<file path="config.mk">
export PLATFORM = sky130hd
export DESIGN_NAME = su_cell
export DESIGN_NICKNAME = d
export VERILOG_FILES = /design/src/rtl/su_pkg.sv /design/src/rtl/su_cell.sv
export SDC_FILE = /design/constraint.sdc
export NUM_CORES = 1
export LEC_CHECK = 0
export ABC_AREA = 1
export BUFFER_PORTS_ARGS = -buffer_cell sky130_fd_sc_hd__clkbuf_2
export CORE_MARGIN = 3
export CORE_UTILIZATION = 48
export CTS_BUF_LIST = sky130_fd_sc_hd__clkbuf_16
export DETAILED_ROUTE_END_ITERATION = 6
export PLACE_DENSITY = 0.88
export SETUP_SLACK_MARGIN = 0.3
export SYNTH_ARGS = -nofsm -noshare
export SYNTH_HDL_FRONTEND = slang
export SYNTH_SLANG_ARGS = --single-unit
</file>
<file path="constraint.sdc">
create_clock -name clk -period 4 [get_ports clk]
set_input_delay 1 -clock clk [delete_from_list [all_inputs] [get_ports clk]]
set_output_delay 1 -clock clk [all_outputs]
set_load 0.01 [all_outputs]
</file>
<file path="src/rtl/su_pkg.sv">
`timescale 1ns / 1ps
// ----------------------------------------------------------------------------
// su_pkg
// shared types and constants for the sorted unique table
// ----------------------------------------------------------------------------
package su_pkg;

  localparam int DEPTH   = 64;
  localparam int IDX_W   = $clog2(DEPTH);
  localparam int CNT_W   = $clog2(DEPTH + 1);
  localparam int VAL_W   = 32;
  localparam int RANK_W  = 6;
  localparam int IN_W    = 40;
  localparam int OUT_W   = 48;

  typedef enum logic [1:0] {
    ACT_INSERT = 2'd0,
    ACT_REMOVE = 2'd1,
    ACT_READ   = 2'd2,
    ACT_NONE   = 2'd3
  } action_t;

  typedef enum logic [1:0] {
    ST_OK    = 2'd0,
    ST_DUP   = 2'd1,
    ST_FULL  = 2'd2,
    ST_RANGE = 2'd3
  } status_t;

  // broadcast from the sequencer to every cell
  typedef struct packed {
    logic                    eval;
    logic                    do_ins;
    logic                    do_rm;
    logic signed [VAL_W-1:0] key;
    logic [IDX_W-1:0]        rank;
  } cell_ctl_t;

endpackage

</file>
<file path="src/rtl/su_cell.sv">
`timescale 1ns / 1ps
// ----------------------------------------------------------------------------
// su_cell
// one table slot: holds a value, compares it with the broadcast key and
// shifts with its neighbors on insert and remove
// ----------------------------------------------------------------------------
module su_cell (
  input  logic                             clk,
  input  logic                             rst,
  input  logic [su_pkg::IDX_W-1:0]         index,
  input  su_pkg::cell_ctl_t                ctl,
  input  logic signed [su_pkg::VAL_W-1:0]  left_value,
  input  logic                             left_valid,
  input  logic                             left_ins,
  input  logic signed [su_pkg::VAL_W-1:0]  right_value,
  input  logic                             right_valid,
  output logic signed [su_pkg::VAL_W-1:0]  value,
  output logic                             valid,
  output logic                             ins,
  output logic                             eq,
  output logic signed [su_pkg::VAL_W-1:0]  tap
);

  logic hit;
  logic rm;

  always_ff @(posedge clk) begin
    if (rst) begin
      valid <= 1'b0;
      ins   <= 1'b0;
      eq    <= 1'b0;
      hit   <= 1'b0;
      rm    <= 1'b0;
    end else begin
      if (ctl.eval) begin
        ins <= !valid || (value > ctl.key);
        eq  <= valid && (value == ctl.key);
        hit <= (index == ctl.rank);
        rm  <= (index >= ctl.rank);
      end
      if (ctl.do_ins && ins) begin
        valid <= valid | left_valid;
      end else if (ctl.do_rm && rm) begin
        valid <= right_valid;
      end
    end
  end

  always_ff @(posedge clk) begin
    if (ctl.do_ins && ins) begin
      value <= left_ins ? left_value : ctl.key;
    end else if (ctl.do_rm && rm) begin
      value <= right_value;
    end
  end

  assign tap = hit ? value : '0;

endmodule

</file>
==> impl_metrics.yaml, run 1 <==
run_status:
  status: "finished, final reports clean"
yosys:
  netlist.area_leader.share: 0.311
  synth_edf_count: 32
  ys.flop_type: "edfxtp_1"
  synth_common_cells: "nand2_1 (104), inv_1 (82), a21oi_1 (81), nor2_1 (41), ha_1 (38)"
  synth_cell_type_count: 28
  ys_seq_area_frac: 0.343
  yosysMostFrequentCell: "nand2_1"
  yosys-top-cells-area: "edfxtp_1 (31%), ha_1 (15%), a21oi_1 (13%), nand2_1 (13%), inv_1 (10%)"
  synthArstFlopShare: 0
  avgSynthCellArea_sq_um: 7.05
  syn_nets: 592
  synth_top_area_cell: "edfxtp_1"
  yosysWarnings: 0
  synth.ff_latch_count: 37
  syn_area_sq_mm: 0.00309
  syn_inst: 438
detailed_routing:
  wire_per_inst_um: 13.1
  drc: 0
  drt_wl_total_um: 9000
  vias: 3437
  vias_per_cell: 5.00
  drt_first_pass_iters: 4
  first_iter_violations: 92
  drt.antenna.violating_nets: 0
place:
  place_hpwl_um: 7230
  placed_cells: 679
  io_buffers: 182
  place_congestion: 0.823
  placed_cell_area_sq_mm: 0.00405
  pre_cts_ws_ps: 1410
clocking:
  ctsResizeCount: 0
  cts_tree: "yes"
  clockRootBuffer: "clkbuf_16"
  clock_latency_ps: 280
  cts.sink_count: 37
  cts_hold_buf: 0
  clk_pin_slew_worst_paths_ps: 50
  cts_max_path_buffers: 2
  cts_inserted_buffers: 5
  htreeDepth: 2
  cts_setup_buffers: 0
global_route:
  grt_max_degree: 34
  gr-usage-met3: 0.0323
  grt_first_pass_wirelength_um: 14600
  grt_util_all_layers: 0.243
  grt.met1_usage: 0.287
  met2_usage: 0.452
  busiest_layer: "met2"
  overflow: 0
  antenna_found_initial: 0
  grt_pass1_vias: 3365
sta:
  clock_skew_ps: 6.12
  fin_ws_ps: 1210
  max_freq_mhz: 359
  period_needed_ps: 2790
  slew_violations: 0
  fin_crit_sh: 0.696
  hold_violations: 0
  worstMarginPinSlew_ps: 1200
  whs_ps: 480
  rsz0062_at_grt: "false"
  slew_headroom: 0.201
  finalSetupViolCount: 0
  tns_ps: 0
power:
  p_leak_nw: 2.55
  switching_share: 0.303
  vdd_drop_max_mv: 0.229
  internal_power_uw: 823
  comb_power_share: 0.273
  power_frac_clock: 0.315
  pwr-share-seq: 0.412
  power_density_mw_per_mm2: 282
  power.switching_uw: 359
  power_mw: 1.18
layout:
  fin_area_sq_mm: 0.00419
  utilization: 0.691
  fill_cells: 547
  multi_input_comb_area_sq_mm: 0.00165
  syn2layout_area_growth_pct: 35.5
  seq_area_sq_mm: 0.00106
  n_antenna_cell: 0
  layout-drive-gt1-share: 0.332
  stdcell_count: 687
  layout.nets: 765
setup_path:
  cp_cell_sequence: "nand2_1, inv_1, clkbuf_2"
  worstSetupPathType: "register to output pin"
  slowest_delay_ps: 1110
  path_buf_inv: 2
  worstPathRequired_ps: 3000
  cp_max_fo: 33
  cp_top_family: "flip-flops"
  crit_slowest_cell: "dfxtp_1"
  end_kind: "output pin"
  crit_arrival_ps: 1790
  cp-start-kind: "register"
floorplanning:
  fp.coreArea_sq_mm: 0.00606
  die-area_sq_mm: 0.00743
  start_util: 0.510
  io_pins: 183
  die_width_um: 86.2
  die_h_um: 86.2
  rows: 28
hold_path:
  hold_class: "register to register"
flow_run:
  cap_violations: 0
[tightest hold or removal path, cell delays in order (launching register included)]
cell     delay (ps)
dfxtp_1         310
nand2_1          70
a21oi_1          60
[routing by layer]
metal / vias up / share of wire
met5: - / 0
li1: 1749 / -
met4: 0 / 0.013
met3: 12 / 0.073
met2: 131 / 0.52
met1: 1545 / 0.39
[layout make-up]
type | count | share of cell area
Clock buffer | 5 | 0.0299
Clock inverter | 3 | 0.00269
Inverter | 88 | 0.0789
Sequential cell | 37 | 0.254
Multi-Input combinational cell | 296 | 0.393
Tap cell | 75 | 0.0224
Timing Repair Buffer | 183 | 0.219
[state kept, by name, summed over array words and instances, names as in the netlist]
name and count:
ins 1, value 32, hit 1, eq 1, rm 1, valid 1
[cells by family after synthesis]
kind of cell	share of synthesized area
buffers and inverters	0.128
adder cells (fa/ha/maj)	0.154
AND/OR/NAND/NOR	0.222
AO/OA/AOI/OAI	0.153
flip-flops	0.343
[worst paths after layout]
| kind | start | end | slack (ps) | depth (start not counted) |
|---|---|---|---|---|
| min | eq$_SDFFE_PP0P_ | eq$_SDFFE_PP0P_ | 480 | 2 |
| min reg2reg | eq$_SDFFE_PP0P_ | eq$_SDFFE_PP0P_ | 480 | 2 |
| max reg2reg | ins$_SDFFE_PP0P_ | value[17]$_DFFE_PP_ | 2110 | 4 |
| max | hit$_SDFFE_PP0P_ | tap[5] | 1210 | 3 |
[cell usage in the layout (no fill, tap or decap), types with 2 or more instances in the layout]
| cell | netlist | final |
|---|---|---|
| clkbuf_2 | 0 | 182 |
| nand2_1 | 104 | 104 |
| inv_1 | 82 | 84 |
| a21oi_1 | 81 | 81 |
| nor2_1 | 41 | 41 |
| ha_1 | 38 | 38 |
| edfxtp_1 | 32 | 32 |
| nand3_1 | 6 | 6 |
| inv_2 | 5 | 5 |
| clkbuf_16 | 0 | 5 |
| dfxtp_1 | 5 | 5 |
| nand4_1 | 3 | 3 |
| nor2_2 | 3 | 3 |
| nor3_1 | 2 | 2 |
| clkinv_1 | 1 | 2 |
| o21ai_0 | 2 | 2 |
| nand2_2 | 2 | 2 |
| nor3b_2 | 2 | 2 |
[power groups by stage]
stage | Clock [mW] | Combinational [mW] | Sequential [mW]
CTS | 0.378 | 0.326 | 0.487
global placement | 0 | 0.311 | 0.493
finish | 0.372 | 0.323 | 0.487
floorplan | 0 | 0.176 | 0.498
global route | 0.392 | 0.370 | 0.491
detailed placement | 0 | 0.324 | 0.495
No activity file was read; power rests on OpenSTA's default activity.
==> run 2: changes to the inputs <==
--- a/config.mk
+++ b/config.mk
@@ -5,13 +5,13 @@
 export SDC_FILE = /design/constraint.sdc
 export NUM_CORES = 1
 export LEC_CHECK = 0
-export ABC_AREA = 1
+export ABC_AREA = 0
 export BUFFER_PORTS_ARGS = -buffer_cell sky130_fd_sc_hd__clkbuf_2
 export CORE_MARGIN = 3
-export CORE_UTILIZATION = 48
+export CORE_UTILIZATION = 44
 export CTS_BUF_LIST = sky130_fd_sc_hd__clkbuf_16
 export DETAILED_ROUTE_END_ITERATION = 6
-export PLACE_DENSITY = 0.88
+export PLACE_DENSITY = 0.82
 export SETUP_SLACK_MARGIN = 0.3
 export SYNTH_ARGS = -nofsm -noshare
 export SYNTH_HDL_FRONTEND = slang
==> constraint.sdc (replaced) <==
create_clock -name clk -period 2.8 [get_ports clk]
set_input_delay 0.7 -clock clk [delete_from_list [all_inputs] [get_ports clk]]
set_output_delay 0.7 -clock clk [all_outputs]
set_load 0.01 [all_outputs]
==> impl_metrics.yaml, run 2 <==
clocking:
  cts_setup_buffers: 0
  clockRootBuffer: "clkbuf_16"
  clock_latency_ps: 280
  clk_pin_slew_worst_paths_ps: 50
  cts_hold_buf: 0
  htreeDepth: 2
  cts_inserted_buffers: 5
  cts_tree: "yes"
  cts_max_path_buffers: 2
  cts.sink_count: 37
  ctsResizeCount: 0
yosys:
  syn_area_sq_mm: 0.00302
  synth_edf_count: 32
  syn_inst: 336
  netlist.area_leader.share: 0.318
  ys.flop_type: "edfxtp_1"
  syn_nets: 490
  synth_cell_type_count: 32
  yosysMostFrequentCell: "nand2_1"
  avgSynthCellArea_sq_um: 9.00
  yosysWarnings: 0
  synth.ff_latch_count: 37
  yosys-top-cells-area: "edfxtp_1 (32%), ha_1 (16%), mux2i_1 (11%), and2_1 (6.8%), nand2_1 (6.0%)"
  synth_top_area_cell: "edfxtp_1"
  synth_common_cells: "nand2_1 (48), inv_1 (39), ha_1 (38), and2_1 (33)"
  synthArstFlopShare: 0
  ys_seq_area_frac: 0.351
sta:
  max_freq_mhz: 456
  slew_violations: 0
  worstMarginPinSlew_ps: 598
  rsz0062_at_grt: "false"
  hold_violations: 0
  slew_headroom: 0.601
  clock_skew_ps: 6.23
  whs_ps: 476
  fin_crit_sh: 0.784
  finalSetupViolCount: 0
  tns_ps: 0
  period_needed_ps: 2200
floorplanning:
  fp.coreArea_sq_mm: 0.00649
  die_width_um: 88.9
  die-area_sq_mm: 0.00790
  io_pins: 183
  die_h_um: 88.9
  start_util: 0.465
  rows: 29
setup_path:
  end_kind: "output pin"
  worstPathRequired_ps: 2100
  crit_slowest_cell: "dfxtp_1"
  cp-startpoint: "hit$_SDFFE_PP0P_"
  slowest_delay_ps: 650
  cp-start-kind: "register"
  cp_cell_sequence: "buf_4, and2_1, clkbuf_2"
  worst_r2r_startpoint: "value[14]$_DFFE_PP_"
  cp_max_fo: 18
  crit_arrival_ps: 1500
  worstSetupPathType: "register to output pin"
hold_path:
  hold_start: "eq$_SDFFE_PP0P_"
  hold_class: "register to register"
layout:
  layout-drive-gt1-share: 0.385
  final_cell_mix: "clkbuf_2 (182), nand2_1 (47), inv_1 (41)"
  fin_area_sq_mm: 0.00416
  utilization: 0.641
  regMostFlops: "value"
  n_antenna_cell: 0
  largest_reg_flops: 32
  syn2layout_area_growth_pct: 37.7
  final_common_cell: "clkbuf_2"
  layout.nets: 670
  fill_cells: 557
place:
  place_hpwl_um: 7050
  io_buffers: 182
  placed_cell_area_sq_mm: 0.00403
  place_congestion: 0.845
detailed_routing:
  drt_first_pass_iters: 4
  drt_wl_total_um: 8400
  wire_per_inst_um: 14.1
  vias_per_cell: 5.12
  vias: 3040
  first_iter_violations: 59
  drc: 0
  drt.antenna.violating_nets: 0
global_route:
  antenna_found_initial: 0
  grt_max_degree: 37
  grt_pass1_vias: 2897
  grt_first_pass_wirelength_um: 12900
  overflow: 0
  grt_util_all_layers: 0.208
run_status:
  status: "finished, final reports clean"
power:
  vdd_drop_max_mv: 0.202
  p_leak_nw: 2.32
  power_density_mw_per_mm2: 393
flow_run:
  cap_violations: 0
## run 2: cell count changes in the layout (fill, tap and decap cells not counted), moves of 4 or more
cell / change
a21oi_1: -63
nand2_1: -57
inv_1: -43
and2_1: +33
nor2_1: -33
mux2i_1: +32
o21ai_1: +29
inv_2: -5
nand2b_1: +4
o21ai_0: +4
## run 2: worst paths after layout
path | slack (ps) | cells after the start | to
min reg2reg | 480 | 2 | eq$_SDFFE_PP0P_
min | 480 | 2 | eq$_SDFFE_PP0P_
max reg2reg | 750 | 7 | ins$_SDFFE_PP0P_
max | 600 | 3 | tap[28]
## run 2: per-stage QoR
step	total power, mW	cells	setup slack (ps)
4_1_cts	1.65	594	581
5_1_grt	1.73	594	480
2_1_floorplan	0.938	336	613
3_3_place_gp	1.11	586	406
6_report	1.63	594	605
3_5_place_dp	1.13	586	376
## run 2: kinds of logic after synthesis
group	share of synthesized area
and+or+nand+nor	0.194
AOI/OAI and AO/OA	0.125
buffers and inverters	0.0671
adders and majority gates	0.157
DFF	0.351
muxes	0.106
## run 2: report_power, final
part / leakage, nW / switching, mW / internal [mW]
logic: 1.90 / 0.231 / 0.198
registers: 0.343 / 0.0334 / 0.655
clock network: 0.0738 / 0.198 / 0.320
total: 2.32 / 0.462 / 1.17
## run 2: cell type report
type	instances	area, sq um	share of cell area
clock inverters	3	11.3	0.00271
multi-input cells	246	1760	0.423
clock buffers	5	125	0.0301
inverters	39	146	0.0352
flip-flops and latches	37	1060	0.255
well taps	77	96.3	0.0231
repair buffers	187	961	0.231
## run 2: per-layer routing
| metal | wire (um) | track usage | up-vias |
|---|---|---|---|
| met2 | 4430 | 0.385 | 110 |
| li1 | - | - | 1524 |
| met3 | 489 | 0.0298 | 10 |
| met4 | 152 | 0.0701 | 0 |
| met1 | 3330 | 0.243 | 1396 |
| met5 | 0 | 0 | - |
## run 2: critical path: cells and delay by family (launching register included)
kind	cells	cell delay, ps
flip-flops	1	650
buffers and inverters	2	420
AND/OR/NAND/NOR	1	150
